<file path="config.mk">
export PLATFORM = sky130hd
export DESIGN_NAME = waypoint_go_to_point_controller_core
export DESIGN_NICKNAME = d
export VERILOG_FILES = /design/src/hdl/wgtp_pkg.sv /design/src/hdl/waypoint_go_to_point_controller_core.sv /design/src/hdl/wgtp_cordic.sv /design/src/hdl/wgtp_dist.sv
export SDC_FILE = /design/constraint.sdc
export NUM_CORES = 2
export LEC_CHECK = 0
export ABC_AREA = 1
export CAP_MARGIN = 5
export CORE_MARGIN = 10
export CORE_UTILIZATION = 40
export CTS_BUF_LIST = sky130_fd_sc_hd__clkbuf_2 sky130_fd_sc_hd__clkbuf_4 sky130_fd_sc_hd__clkbuf_8
export DETAILED_ROUTE_END_ITERATION = 8
export DONT_BUFFER_PORTS = 1
export SLEW_MARGIN = 40
export SYNTH_ARGS = -nofsm -noshare
export SYNTH_HDL_FRONTEND = slang
export SYNTH_SLANG_ARGS = --single-unit
</file>
<file path="constraint.sdc">
create_clock -name clk -period 10.1 [get_ports clk]
set_input_delay 1.01 -clock clk [delete_from_list [all_inputs] [get_ports clk]]
set_output_delay 1.01 -clock clk [all_outputs]
set_load 0.01 [all_outputs]
</file>
<file path="src/hdl/wgtp_pkg.sv">
// Shared types and constants for the go-to-point controller.
// No dependencies; imported by every module of the block.
`default_nettype none

package wgtp_pkg;

    // Sequencer states of the top level
    typedef enum logic [1:0] {
        ST_IDLE,
        ST_LAUNCH,
        ST_WAIT,
        ST_OUT
    } state_t;

    // Configuration register indexes
    localparam logic [2:0] REG_GOAL_X         = 3'd0;
    localparam logic [2:0] REG_GOAL_Y         = 3'd1;
    localparam logic [2:0] REG_GOAL_HEADING   = 3'd2;
    localparam logic [2:0] REG_YAW_TOLERANCE  = 3'd3;
    localparam logic [2:0] REG_DIST_TOLERANCE = 3'd4;

    localparam int CFG_W     = 16;
    localparam int CFG_IDX_W = 3;
    localparam int GOAL_W    = 16;
    localparam int GHEAD_W   = 15;
    localparam int YTOL_W    = 14;
    localparam int DTOL_W    = 16;

    localparam logic [YTOL_W-1:0] YTOL_RESET = 14'd143;
    localparam logic [DTOL_W-1:0] DTOL_RESET = 16'd50;

    // CORDIC: angle accumulator in 2^-16 rad, bearing out in Q3.12
    localparam int CORDIC_STEPS = 16;
    localparam int STEP_W       = 4;
    localparam int ZW           = 20;
    localparam int BEARING_W    = ZW - 4;
    localparam int POS_FRAC     = 16;
    localparam logic signed [ZW-1:0] HALF_PI_Q16 = 20'sd102944;

    localparam logic [7:0] FINAL_TOL = 8'd205;

    // Command values, units of 0.01
    localparam logic [4:0]        DRIVE_SPEED = 5'd20;
    localparam logic signed [7:0] TURN_RATE   = 8'sd65;
    localparam logic signed [7:0] STEER_RATE  = 8'sd10;
    localparam logic signed [7:0] ROTATE_RATE = 8'sd50;

    localparam logic [1:0] PHASE_IDLE   = 2'd0;
    localparam logic [1:0] PHASE_TURN   = 2'd1;
    localparam logic [1:0] PHASE_DRIVE  = 2'd2;
    localparam logic [1:0] PHASE_ROTATE = 2'd3;

    // atan(2^-i) in units of 2^-16 rad, rounded to nearest
    function automatic logic signed [ZW-1:0] atan_q16(input logic [STEP_W-1:0] i);
        logic signed [ZW-1:0] r;
        case (i)
            4'd0:    r = 20'sd51472;
            4'd1:    r = 20'sd30386;
            4'd2:    r = 20'sd16055;
            4'd3:    r = 20'sd8150;
            4'd4:    r = 20'sd4091;
            4'd5:    r = 20'sd2047;
            4'd6:    r = 20'sd1024;
            4'd7:    r = 20'sd512;
            4'd8:    r = 20'sd256;
            4'd9:    r = 20'sd128;
            4'd10:   r = 20'sd64;
            4'd11:   r = 20'sd32;
            4'd12:   r = 20'sd16;
            4'd13:   r = 20'sd8;
            4'd14:   r = 20'sd4;
            4'd15:   r = 20'sd2;
            default: r = '0;
        endcase
        return r;
    endfunction

endpackage

`default_nettype wire

</file>
<file path="src/hdl/waypoint_go_to_point_controller_core.sv">
// out_valid rises after the input beat of an active tick once launch, the 16 CORDIC
// steps and decide are through, and in the cycle after the input beat of an idle tick;
// the CORDIC, not the distance unit, sets how long an active tick waits. out_stall holds
// the result beat; no new input beat is taken until the result beat leaves.
// Reset clears the phase flags (idle) and loads the register defaults.
// Top level: config registers, phase sequencer, CORDIC and distance units.
`default_nettype none

module waypoint_go_to_point_controller_core
    import wgtp_pkg::*;
#(
    parameter int POS_WIDTH   = 16,
    parameter int ANGLE_WIDTH = 16
) (
    input  wire logic                          clk,
    input  wire logic                          rst_n,
    input  wire logic                          in_valid,
    output logic                               in_stall,
    input  wire logic                          start_req,
    input  wire logic signed [POS_WIDTH-1:0]   pos_x,
    input  wire logic signed [POS_WIDTH-1:0]   pos_y,
    input  wire logic signed [ANGLE_WIDTH-2:0] heading,
    output logic                               out_valid,
    input  wire logic                          out_stall,
    output logic [4:0]                         linear_cmd,
    output logic signed [7:0]                  angular_cmd,
    output logic                               cmd_valid,
    output logic [1:0]                         phase,
    output logic                               done_res,
    input  wire logic                          cfg_we,
    input  wire logic [CFG_IDX_W-1:0]          cfg_index,
    input  wire logic [CFG_W-1:0]              cfg_data
);

    localparam int PW = POS_WIDTH;
    localparam int HW = ANGLE_WIDTH - 1;
    localparam int EW = ((ANGLE_WIDTH > BEARING_W) ? ANGLE_WIDTH : BEARING_W) + 2;

    state_t state_reg, state_next;

    logic [GOAL_W-1:0]  goal_x_reg, goal_y_reg;
    logic [GHEAD_W-1:0] goal_heading_reg;
    logic [YTOL_W-1:0]  yaw_tol_reg;
    logic [DTOL_W-1:0]  dist_tol_reg;

    logic active_reg, active_next;
    logic aligned_reg, aligned_next;
    logic arrived_reg, arrived_next;

    logic signed [PW:0]   dx_reg, dy_reg, dx_next, dy_next;
    logic signed [HW-1:0] hd_reg;

    logic [4:0]        lin_reg, lin_next;
    logic signed [7:0] ang_reg, ang_next;
    logic              valid_reg, valid_next;
    logic [1:0]        phase_reg, phase_next;
    logic              done_reg, done_next;

    logic in_beat, out_beat, go;
    logic cordic_busy, dist_busy, far;
    logic signed [BEARING_W-1:0] bearing;

    logic signed [PW-1:0] gx, gy;
    logic signed [HW-1:0] gh;
    logic signed [EW-1:0] err, ferr, aerr, aferr;

    assign in_beat  = in_valid && !in_stall;
    assign out_beat = out_valid && !out_stall;
    assign in_stall  = (state_reg != ST_IDLE);
    assign out_valid = (state_reg == ST_OUT);

    assign gx = $signed(PW'(goal_x_reg));
    assign gy = $signed(PW'(goal_y_reg));
    assign gh = $signed(HW'(goal_heading_reg));
    assign dx_next = $signed({gx[PW-1], gx}) - $signed({pos_x[PW-1], pos_x});
    assign dy_next = $signed({gy[PW-1], gy}) - $signed({pos_y[PW-1], pos_y});

    assign err   = EW'(bearing) - EW'(hd_reg);
    assign ferr  = EW'(gh) - EW'(hd_reg);
    assign aerr  = err[EW-1] ? -err : err;
    assign aferr = ferr[EW-1] ? -ferr : ferr;

    wgtp_cordic #(
        .POS_WIDTH (POS_WIDTH)
    ) u_cordic (
        .clk     (clk),
        .rst_n   (rst_n),
        .go      (go),
        .dx      (dx_reg),
        .dy      (dy_reg),
        .busy    (cordic_busy),
        .bearing (bearing)
    );

    wgtp_dist #(
        .POS_WIDTH (POS_WIDTH)
    ) u_dist (
        .clk   (clk),
        .rst_n (rst_n),
        .go    (go),
        .dx    (dx_reg),
        .dy    (dy_reg),
        .tol   (dist_tol_reg),
        .busy  (dist_busy),
        .far   (far)
    );

    // configuration registers
    always_ff @(posedge clk or negedge rst_n)
    begin
        if (!rst_n)
        begin
            goal_x_reg       <= '0;
            goal_y_reg       <= '0;
            goal_heading_reg <= '0;
            yaw_tol_reg      <= YTOL_RESET;
            dist_tol_reg     <= DTOL_RESET;
        end
        else if (cfg_we)
        begin
            case (cfg_index)
                REG_GOAL_X:         goal_x_reg       <= cfg_data[GOAL_W-1:0];
                REG_GOAL_Y:         goal_y_reg       <= cfg_data[GOAL_W-1:0];
                REG_GOAL_HEADING:   goal_heading_reg <= cfg_data[GHEAD_W-1:0];
                REG_YAW_TOLERANCE:  yaw_tol_reg      <= cfg_data[YTOL_W-1:0];
                REG_DIST_TOLERANCE: dist_tol_reg     <= cfg_data[DTOL_W-1:0];
                default: ;
            endcase
        end
    end

    always_comb
    begin
        state_next   = state_reg;
        active_next  = active_reg;
        aligned_next = aligned_reg;
        arrived_next = arrived_reg;
        lin_next     = lin_reg;
        ang_next     = ang_reg;
        valid_next   = valid_reg;
        phase_next   = phase_reg;
        done_next    = done_reg;
        go           = 1'b0;

        case (state_reg)
            ST_IDLE:
            begin
                if (in_beat)
                begin
                    if (start_req)
                    begin
                        active_next  = 1'b1;
                        aligned_next = 1'b0;
                        arrived_next = 1'b0;
                    end
                    if (start_req || active_reg)
                    begin
                        state_next = ST_LAUNCH;
                    end
                    else
                    begin
                        // idle tick: all-zero result
                        lin_next   = '0;
                        ang_next   = '0;
                        valid_next = 1'b0;
                        phase_next = PHASE_IDLE;
                        done_next  = 1'b0;
                        state_next = ST_OUT;
                    end
                end
            end

            ST_LAUNCH:
            begin
                go         = 1'b1;
                state_next = ST_WAIT;
            end

            ST_WAIT:
            begin
                if (!cordic_busy && !dist_busy)
                begin
                    lin_next   = '0;
                    ang_next   = '0;
                    valid_next = 1'b0;
                    phase_next = PHASE_IDLE;
                    done_next  = 1'b0;
                    // phases fall through within one tick once met
                    if (!aligned_next)
                    begin
                        if (aerr > EW'(yaw_tol_reg))
                        begin
                            valid_next = 1'b1;
                            phase_next = PHASE_TURN;
                            ang_next   = (err > 0) ? TURN_RATE : -TURN_RATE;
                        end
                        else
                        begin
                            aligned_next = 1'b1;
                        end
                    end
                    if (aligned_next && !arrived_next)
                    begin
                        if (far)
                        begin
                            valid_next = 1'b1;
                            phase_next = PHASE_DRIVE;
                            lin_next   = DRIVE_SPEED;
                            ang_next   = (err > 0) ? STEER_RATE : -STEER_RATE;
                        end
                        else
                        begin
                            arrived_next = 1'b1;
                        end
                    end
                    if (aligned_next && arrived_next)
                    begin
                        valid_next = 1'b1;
                        phase_next = PHASE_ROTATE;
                        lin_next   = '0;
                        if (aferr > EW'(FINAL_TOL))
                        begin
                            ang_next = (ferr > 0) ? ROTATE_RATE : -ROTATE_RATE;
                        end
                        else
                        begin
                            ang_next    = '0;
                            done_next   = 1'b1;
                            active_next = 1'b0;
                        end
                    end
                    state_next = ST_OUT;
                end
            end

            ST_OUT:
            begin
                if (out_beat)
                begin
                    state_next = ST_IDLE;
                end
            end

            default:
            begin
                state_next = ST_IDLE;
            end
        endcase
    end

    always_ff @(posedge clk or negedge rst_n)
    begin
        if (!rst_n)
        begin
            state_reg   <= ST_IDLE;
            active_reg  <= 1'b0;
            aligned_reg <= 1'b0;
            arrived_reg <= 1'b0;
        end
        else
        begin
            state_reg   <= state_next;
            active_reg  <= active_next;
            aligned_reg <= aligned_next;
            arrived_reg <= arrived_next;
        end
    end

    always_ff @(posedge clk)
    begin
        if (in_beat)
        begin
            dx_reg <= dx_next;
            dy_reg <= dy_next;
            hd_reg <= heading;
        end
        lin_reg   <= lin_next;
        ang_reg   <= ang_next;
        valid_reg <= valid_next;
        phase_reg <= phase_next;
        done_reg  <= done_next;
    end

    assign linear_cmd  = lin_reg;
    assign angular_cmd = ang_reg;
    assign cmd_valid   = valid_reg;
    assign phase       = phase_reg;
    assign done_res    = done_reg;

    // a completed goal always leaves the block idle with a stop command
    a_done_stop: assert property (@(posedge clk) disable iff (!rst_n)
        (out_valid && done_res) |-> (cmd_valid && !active_reg && phase == PHASE_ROTATE
            && angular_cmd == 8'sd0 && linear_cmd == 5'd0))
        else $error("done result without stop command or with goal still active");

    // no command published means an all-zero result
    a_idle_zero: assert property (@(posedge clk) disable iff (!rst_n)
        (out_valid && !cmd_valid) |-> (linear_cmd == 5'd0 && angular_cmd == 8'sd0
            && phase == PHASE_IDLE && !done_res))
        else $error("unpublished result carries a command");

    // forward speed only in the drive phase
    a_drive_speed: assert property (@(posedge clk) disable iff (!rst_n)
        out_valid |-> ((phase == PHASE_DRIVE) == (linear_cmd == DRIVE_SPEED)))
        else $error("linear command does not match phase");

    // units never busy while the sequencer waits for input or holds a result
    a_units_quiet: assert property (@(posedge clk) disable iff (!rst_n)
        (state_reg == ST_IDLE || state_reg == ST_OUT) |-> (!cordic_busy && !dist_busy))
        else $error("arithmetic unit busy outside a tick");

    // every accepted beat is answered before the next one is taken
    a_one_at_a_time: assert property (@(posedge clk) disable iff (!rst_n)
        in_beat |=> in_stall)
        else $error("input taken while a tick is in flight");

endmodule

`default_nettype wire

</file>
<file path="src/hdl/wgtp_cordic.sv">
// Iterative vectoring CORDIC: bearing of (dx, dy) in Q3.12 radians.
// One shared add/shift step per cycle; uses wgtp_pkg.
`default_nettype none

module wgtp_cordic
    import wgtp_pkg::*;
#(
    parameter int POS_WIDTH = 16
) (
    input  wire logic                        clk,
    input  wire logic                        rst_n,
    input  wire logic                        go,
    input  wire logic signed [POS_WIDTH:0]   dx,
    input  wire logic signed [POS_WIDTH:0]   dy,
    output logic                             busy,
    output logic signed [BEARING_W-1:0]      bearing
);

    // room for the 2^16 scale, the sqrt(2) length and the CORDIC gain
    localparam int CW  = POS_WIDTH + 20;
    localparam int EXT = CW - POS_WIDTH - 1 - POS_FRAC;

    logic                    busy_reg;
    logic                    zero_reg;
    logic [STEP_W-1:0]       step_reg;
    logic signed [CW-1:0]    x_reg, y_reg;
    logic signed [ZW-1:0]    z_reg;

    logic signed [CW-1:0]    x0, y0, xs, ys;
    logic signed [ZW-1:0]    zr;

    assign x0 = $signed({{EXT{dx[POS_WIDTH]}}, dx, {POS_FRAC{1'b0}}});
    assign y0 = $signed({{EXT{dy[POS_WIDTH]}}, dy, {POS_FRAC{1'b0}}});
    assign xs = x_reg >>> step_reg;
    assign ys = y_reg >>> step_reg;

    always_ff @(posedge clk or negedge rst_n)
    begin
        if (!rst_n)
        begin
            busy_reg <= 1'b0;
            step_reg <= '0;
        end
        else if (go)
        begin
            busy_reg <= 1'b1;
            step_reg <= '0;
        end
        else if (busy_reg)
        begin
            step_reg <= step_reg + 1'b1;
            if (step_reg == STEP_W'(CORDIC_STEPS - 1))
            begin
                busy_reg <= 1'b0;
            end
        end
    end

    always_ff @(posedge clk)
    begin
        if (go)
        begin
            zero_reg <= (dx == '0) && (dy == '0);
            // pre-rotate the left half plane by a quarter turn
            if (dx[POS_WIDTH])
            begin
                if (!dy[POS_WIDTH])
                begin
                    x_reg <= y0;
                    y_reg <= -x0;
                    z_reg <= HALF_PI_Q16;
                end
                else
                begin
                    x_reg <= -y0;
                    y_reg <= x0;
                    z_reg <= -HALF_PI_Q16;
                end
            end
            else
            begin
                x_reg <= x0;
                y_reg <= y0;
                z_reg <= '0;
            end
        end
        else if (busy_reg)
        begin
            if (!y_reg[CW-1])
            begin
                x_reg <= x_reg + ys;
                y_reg <= y_reg - xs;
                z_reg <= z_reg + atan_q16(step_reg);
            end
            else
            begin
                x_reg <= x_reg - ys;
                y_reg <= y_reg + xs;
                z_reg <= z_reg - atan_q16(step_reg);
            end
        end
    end

    assign zr      = z_reg + ZW'(8);
    assign busy    = busy_reg;
    assign bearing = zero_reg ? '0 : $signed(zr[ZW-1:4]);

endmodule

`default_nettype wire

</file>
<file path="src/hdl/wgtp_dist.sv">
// Distance test: far when dx^2 + dy^2 > tol^2, exact.
// One shared 16x16 multiplier squares dx, dy and then tol in turn; uses wgtp_pkg.
`default_nettype none

module wgtp_dist
    import wgtp_pkg::*;
#(
    parameter int POS_WIDTH = 16
) (
    input  wire logic                        clk,
    input  wire logic                        rst_n,
    input  wire logic                        go,
    input  wire logic signed [POS_WIDTH:0]   dx,
    input  wire logic signed [POS_WIDTH:0]   dy,
    input  wire logic [DTOL_W-1:0]           tol,
    output logic                             busy,
    output logic                             far
);

    localparam int AW = POS_WIDTH + 1;
    localparam int MW = (AW > DTOL_W) ? AW : DTOL_W;

    logic               busy_reg;
    logic [1:0]         cnt_reg;
    logic [2*DTOL_W-1:0] prod_reg;
    logic [2*DTOL_W:0]   acc_reg;
    logic               far_reg;

    logic [AW-1:0]      ax, ay;
    logic               quick_far;
    logic [DTOL_W-1:0]  op;

    assign ax = dx[POS_WIDTH] ? AW'(-dx) : AW'(dx);
    assign ay = dy[POS_WIDTH] ? AW'(-dy) : AW'(dy);
    // past this check both magnitudes fit the multiplier
    assign quick_far = (MW'(ax) > MW'(tol)) || (MW'(ay) > MW'(tol));

    always_comb
    begin
        case (cnt_reg)
            2'd0:    op = DTOL_W'(ax);
            2'd1:    op = DTOL_W'(ay);
            default: op = tol;
        endcase
    end

    always_ff @(posedge clk or negedge rst_n)
    begin
        if (!rst_n)
        begin
            busy_reg <= 1'b0;
            cnt_reg  <= '0;
        end
        else if (go)
        begin
            busy_reg <= 1'b1;
            cnt_reg  <= '0;
        end
        else if (busy_reg)
        begin
            cnt_reg <= cnt_reg + 1'b1;
            if (cnt_reg == 2'd3)
            begin
                busy_reg <= 1'b0;
            end
        end
    end

    always_ff @(posedge clk)
    begin
        if (busy_reg)
        begin
            prod_reg <= op * op;
            case (cnt_reg)
                2'd1:    acc_reg <= {1'b0, prod_reg};
                2'd2:    acc_reg <= acc_reg + {1'b0, prod_reg};
                2'd3:    far_reg <= quick_far || (acc_reg > {1'b0, prod_reg});
                default: ;
            endcase
        end
    end

    assign busy = busy_reg;
    assign far  = far_reg;

endmodule

`default_nettype wire
</file>
After elaboration in Yosys (flattened, before gate mapping)

Memory sizes are Yosys's and may differ from the RTL's.
Index checks and enable logic that the tools add are counted.

Flip-flop bits (word level): 315
ROM bits: 512
Input port bits: 72
Output and inout port bits: 19
Word-level logic and storage cells: 219
Memories: 2

Memories:

| memory          | words | bits a word | rd ports | clocked after memory_dff | wr ports | line           | RTL |
|---|---|---|---|---|---|---|---|
| (no name shown) | 16    | 16          | 1        | 0                        | 0        | wgtp_pkg.sv:56 | `case (i)` |
| (no name shown) | 16    | 16          | 1        | 0                        | 0        | wgtp_pkg.sv:56 |  |

Add/subtract/negate cells: 20
Multiply operators: 1
Magnitude comparators: 7
Eq/ne operators: 18
Shifts and indexed selects: 2
Multiplexer cells: 106
Reductions and logical operators: 35

Operators by type and width:

| operator              | count |
|---|---|
| $mux 36               | 10 |
| $mux 20               | 11 |
| $mux 8                | 12 |
| $add 36x36->36        | 2 |
| $neg 33->36           | 2 |
| $sshr 36x4->36        | 2 |
| $sub 36x36->36        | 2 |
| $pmux 33 s2           | 1 |
| $mux 1                | 37 |
| $mux 18               | 2 |
| $gt 17x16->1          | 2 |
| $logic_not 17->1      | 2 |
| $mux 17               | 2 |
| $neg 17->17           | 2 |
| $sub 16x16->17        | 2 |
| $add 33x32->33        | 1 |
| $gt 33x32->1          | 1 |
| $mul 16x16->32        | 1 |
| $pmux 16 s2           | 1 |
| $mux 5                | 6 |
| $mux 2                | 12 |
| $add 20x20->20        | 1 |
| $add 20x5->20 const B | 1 |
| $sub 20x20->20        | 1 |
| 35 further kinds      | 73 |

Logic depth before layout (Yosys ltp)

Word-level depth: 18
Depth in mapped cells: 41
Mapped depth without buffers: 41

By module

From an unflattened synthesis, not the netlist that was laid out.

Cell total of the unflattened synthesis: 5,829
Area total of the unflattened synthesis: 40,608.9 µm²

By module, submodules not included:

| module                               | instances | cells each | area each (µm²) | seq. area each (µm²) |
|---|---|---|---|---|
| wgtp_cordic                          | 1         | 2,626      | 15,777.6        | 2,917.8 |
| wgtp_dist                            | 1         | 1,931      | 14,998.1        | 2,026.9 |
| waypoint_go_to_point_controller_core | 1         | 1,272      | 9,833.2         | 3,863.7 |

Worst setup path after synthesis

Ideal clock, no wire load.

Path kind: register to register
Start point: register dy_reg[0]
End point: register u_dist.prod_reg[28] (data pin)
Library setup time: 0.265 ns
Data arrival time: 7.076 ns
Required time: 9.835 ns
Setup slack: 2.759 ns
Cell stages (with the launch flop): 35
Buffers on the path: 1
Clock period less this slack: 7.341 ns
Cells stage by stage: edfxtp_1 > inv_1 > ha_1 > inv_1 > nor3_1 > nand2_1 > nor3_1 > nand2_1 > nand2_1 > xor2_1 > inv_1 > o211ai_1 > nand2_1 > clkbuf_1 > inv_1 > nand2_1 > fa_1 > inv_1 > fa_1 > fa_1 > fa_1 > fa_1 > inv_1 > fa_1 > inv_1 > ha_1 > nand2_1 > nor4_1 > nand4_1 > nand3_1 > nand2_1 > o211ai_1 > a21boi_0 > o21ai_0 > xor2_1

Longest elaborated chain between the ends: 4

RTL lines:

| what                   | line                                        | RTL |
|---|---|---|
| from (decl)            | waypoint_go_to_point_controller_core.sv:50  | `logic signed [PW:0] dx_reg, dy_reg, dx_next, dy_next;` |
| from (signal assigned) | waypoint_go_to_point_controller_core.sv:274 | `dy_reg <= dy_next;` |
| $neg 17->17            | wgtp_dist.sv:34                             | `assign ay = dy[POS_WIDTH] ? AW'(-dy) : AW'(dy);` |
| $mux 17 *              | wgtp_dist.sv:34                             |  |
| $pmux 16 s2 *          | wgtp_dist.sv:40                             | `case (cnt_reg)` |
| $mul 16x16->32 *       | wgtp_dist.sv:73                             | `prod_reg <= op * op;` |
| to (signal assigned)   | wgtp_dist.sv:73                             |  |
| to (decl)              | wgtp_dist.sv:25                             | `logic [2*DTOL_W-1:0] prod_reg;` |

Mark *: on every way between the ends. The rest lies on a longest branch, timed or not.
A chain may end at the register's enable or synchronous reset.

Worst setup path after layout

Start point: register dy_reg[0]
End point: register u_dist.prod_reg[30] (data pin)

Same word-level chain as after synthesis.

==> impl_metrics.toml <==
[cts]
worstSkewPairLatency_ns = 0.81
clk_pin_slew_worst_paths_ns = 0.06
h-tree-depth = 2
cts_sinks = 308
cts_tree = "yes"
clk_path_buf_depth = 3
ctsRootBufferMaster = "clkbuf_8"
numCtsBuffers = 61

[global_route]
grt_max_degree = 85
antenna_found_initial = 4
track_usage_pct = 21.31
overflow = 0
grt_pass1_vias = 33000
grt_pass1_wl_mm = 183.8

[synthesis]
yosysSeqAreaShare_pct = 23.06
synthFlopType = "edfxtp_1"
netlist.top_cell.by_area = "edfxtp_1"
async_reset_ff_share_pct = 29.22
synth.area.top_cells = "edfxtp_1, ha_1, nand2_1"
avgSynthCellArea_um2 = 7.147
synth-edff-count = 218
synth_top_cell_area_share_pct = 17.14
synth.distinct_cells = 69
syn_inst = 5344
yosysWarnings = 0
ys_ff_latch = 308
syn_area_mm2 = 0.03820

[drt]
ant_nets = 0
drt_iter0_markers = 2967
drc = 0
routed_wl_mm = 117.6
vias = 34940
wire_per_inst_um = 17.76
first_pass_iters = 6
via_per_inst = 5.274

[critical_path]
end_kind = "flip-flop"
critPathLaunch = "dy_reg[0]"
reg2reg_to = "u_dist.prod_reg[30]"
slowest_stage = "fa_1"
required_ns = 10.59
rr_worst_depth = 33
start_kind = "flip-flop"
r2r-start = "dy_reg[0]"
critPathCapture = "u_dist.prod_reg[30]"
arrival_ns = 9.20
path_class = "reg2reg"
crit_fanout = 9
slowest_delay_ns = 0.61
worst_path_most_repeated_cell = "nand2_1"
r2r_slack_ns = 1.38

[floorplanning]
row_count = 113
die_h_um = 329.0
initial_core_util_pct = 40.26
fp.dieW_um = 329.0
dieArea_mm2 = 0.1082
io_pins = 91
core_area_mm2 = 0.09487

[sta]
post-route-period-util_pct = 86.29
slew-limit-headroom_pct = 45.72
hold_viol_final = 0
setup_violations = 0
worst_clock_skew_ns = 0.07913
fmax_ghz = 0.1147
drv_slew = 0
finalCriticalPeriod_ns = 8.716
worst_slew_pin_slew_ns = 0.8093
rsz0062_at_grt = "false"
setup-tns-final_ns = 0

[status]
status = "finished, final reports clean"

[finish]
drive_gt1_share_pct = 4.369
syn_to_final_growth_pct = 7.115
regArea_mm2 = 0.008813
multi_input_area_mm2 = 0.02539
fillers = 9889
nNetsFinal = 5933
final_util_pct = 43.13
final_cell_area_mm2 = 0.04091

[placement]
port_buffers = 0
hpwl_mm = 94.79
gp_congestion = 0.9417
placed_area_mm2 = 0.03938

[hold_path]
worst_hold_path_type = "in2async"

[flow_run]
max_cap_viol_count = 0
[placed cells by master, fill, tap and decap left out, drive strengths merged, types with 19 or more instances in the layout]
master / synthesis / routed
clkbuf: 74 / 79
xnor2: 56 / 56
o211ai: 34 / 34
o21ai: 538 / 538
nand4: 61 / 61
nand2: 1201 / 1201
o21bai: 19 / 19
a21oi: 381 / 381
ha: 385 / 385
a31oi: 27 / 27
dfrtp: 82 / 82
edfxtp: 218 / 218
or2: 21 / 21
o21a: 23 / 23
xor2: 159 / 159
mux2i: 47 / 47
nor2: 469 / 469
fa: 172 / 172
nand3: 216 / 216
nor3: 56 / 56
buf: 65 / 33
inv: 892 / 895
clkinv: 4 / 27
[layer usage]
layer | vias up | wire [um] | global-route usage (%)
met4 | 0 | 3431 | 6.593
met2 | 1072 | 49570 | 31.95
met1 | 16240 | 56680 | 31.00
met3 | 167 | 7967 | 3.393
li1 | 17460 | - | -
met5 | - | 0 | 0
[worst min-delay path by stage]
| stage | end | slack (ns) | cells past startpoint |
|---|---|---|---|
| after global placement | dist_tol_reg[13] | 0.47 | 2 |
| final | dist_tol_reg[4] | 0.10 | 0 |
| after floorplan | dist_tol_reg[10] | 0.45 | 2 |
| after global routing | dist_tol_reg[4] | 0.06 | 0 |
| after detailed placement | yaw_tol_reg[8] | 0.47 | 2 |
| after CTS | dist_tol_reg[4] | 0.02 | 0 |
[layout make-up]
type,count,share of cell area [%]
Timing Repair Buffer,34,0.6789
Clock inverter,36,1.098
Multi-Input combinational cell,4003,62.05
Sequential cell,308,21.54
Antenna cell,3,0.01835
Tap cell,1265,3.869
Clock buffer,79,2.505
Inverter,896,8.239
[what timing repair did]
item / in CTS / in global routing
endpoints found under the hold margin: 84 / 0
hold buffers: 2 / 0
buffers inserted: 0 / 0
resized for setup: 0 / 0
[cells by family after synthesis]
group | count (synthesis) | synth area share [%]
AND/OR/NAND/NOR | 2060 | 22.23
AO/OA/AOI/OAI | 1120 | 16.17
buffers and inverters | 1035 | 10.58
adder cells (fa/ha/maj) | 557 | 21.63
flip-flops | 308 | 23.06
XOR/XNOR | 216 | 4.989
multiplexers | 47 | 1.327
other | 1 | 0.009818
[critical path: cells and delay by family, from the launching register on]
kind                     cells  cell delay [ns]
buffers and inverters        6             0.67
XOR/XNOR                     2             0.43
flip-flops                   1             0.41
AO/OA/AOI/OAI                3             0.54
adder cells (fa/ha/maj)      8             3.76
AND/OR/NAND/NOR             14             2.58
[metrics by stage]
step	std cells	hold slack (ns)	setup slack [ns]
5_1_grt	6623	0.06066	0.6618
3_3_place_gp	6502	0.4664	1.633
3_5_place_dp	6504	0.4735	1.502
4_1_cts	6621	0.01909	1.386
6_report	6624	0.1001	1.384
2_1_floorplan	5346	0.4530	2.759
[cells in the mapped netlist (10+ instances only)]
cell,count
a21oi_1,381
nor3_1,53
nor2_2,12
dfrtp_1,82
a31oi_1,27
nand3_1,213
xnor2_1,56
xor2_1,159
o221ai_1,14
nor2_1,453
buf_2,31
buf_1,14
nand4_1,61
mux2i_1,42
ha_1,385
o21ai_0,449
a21o_1,13
o22ai_1,10
buf_6,11
o211ai_1,32
a21boi_0,12
nor4_1,11
nand2_1,1198
o21a_1,23
o21ai_1,78
or2_2,17
o21bai_1,18
clkbuf_1,74
fa_1,172
inv_1,887
o21ai_2,11
nand3b_1,13
edfxtp_1,218
Power is left out: the tool's default activity adds up to more than one toggle a clock period on the data nets, which glitch-free logic cannot reach.
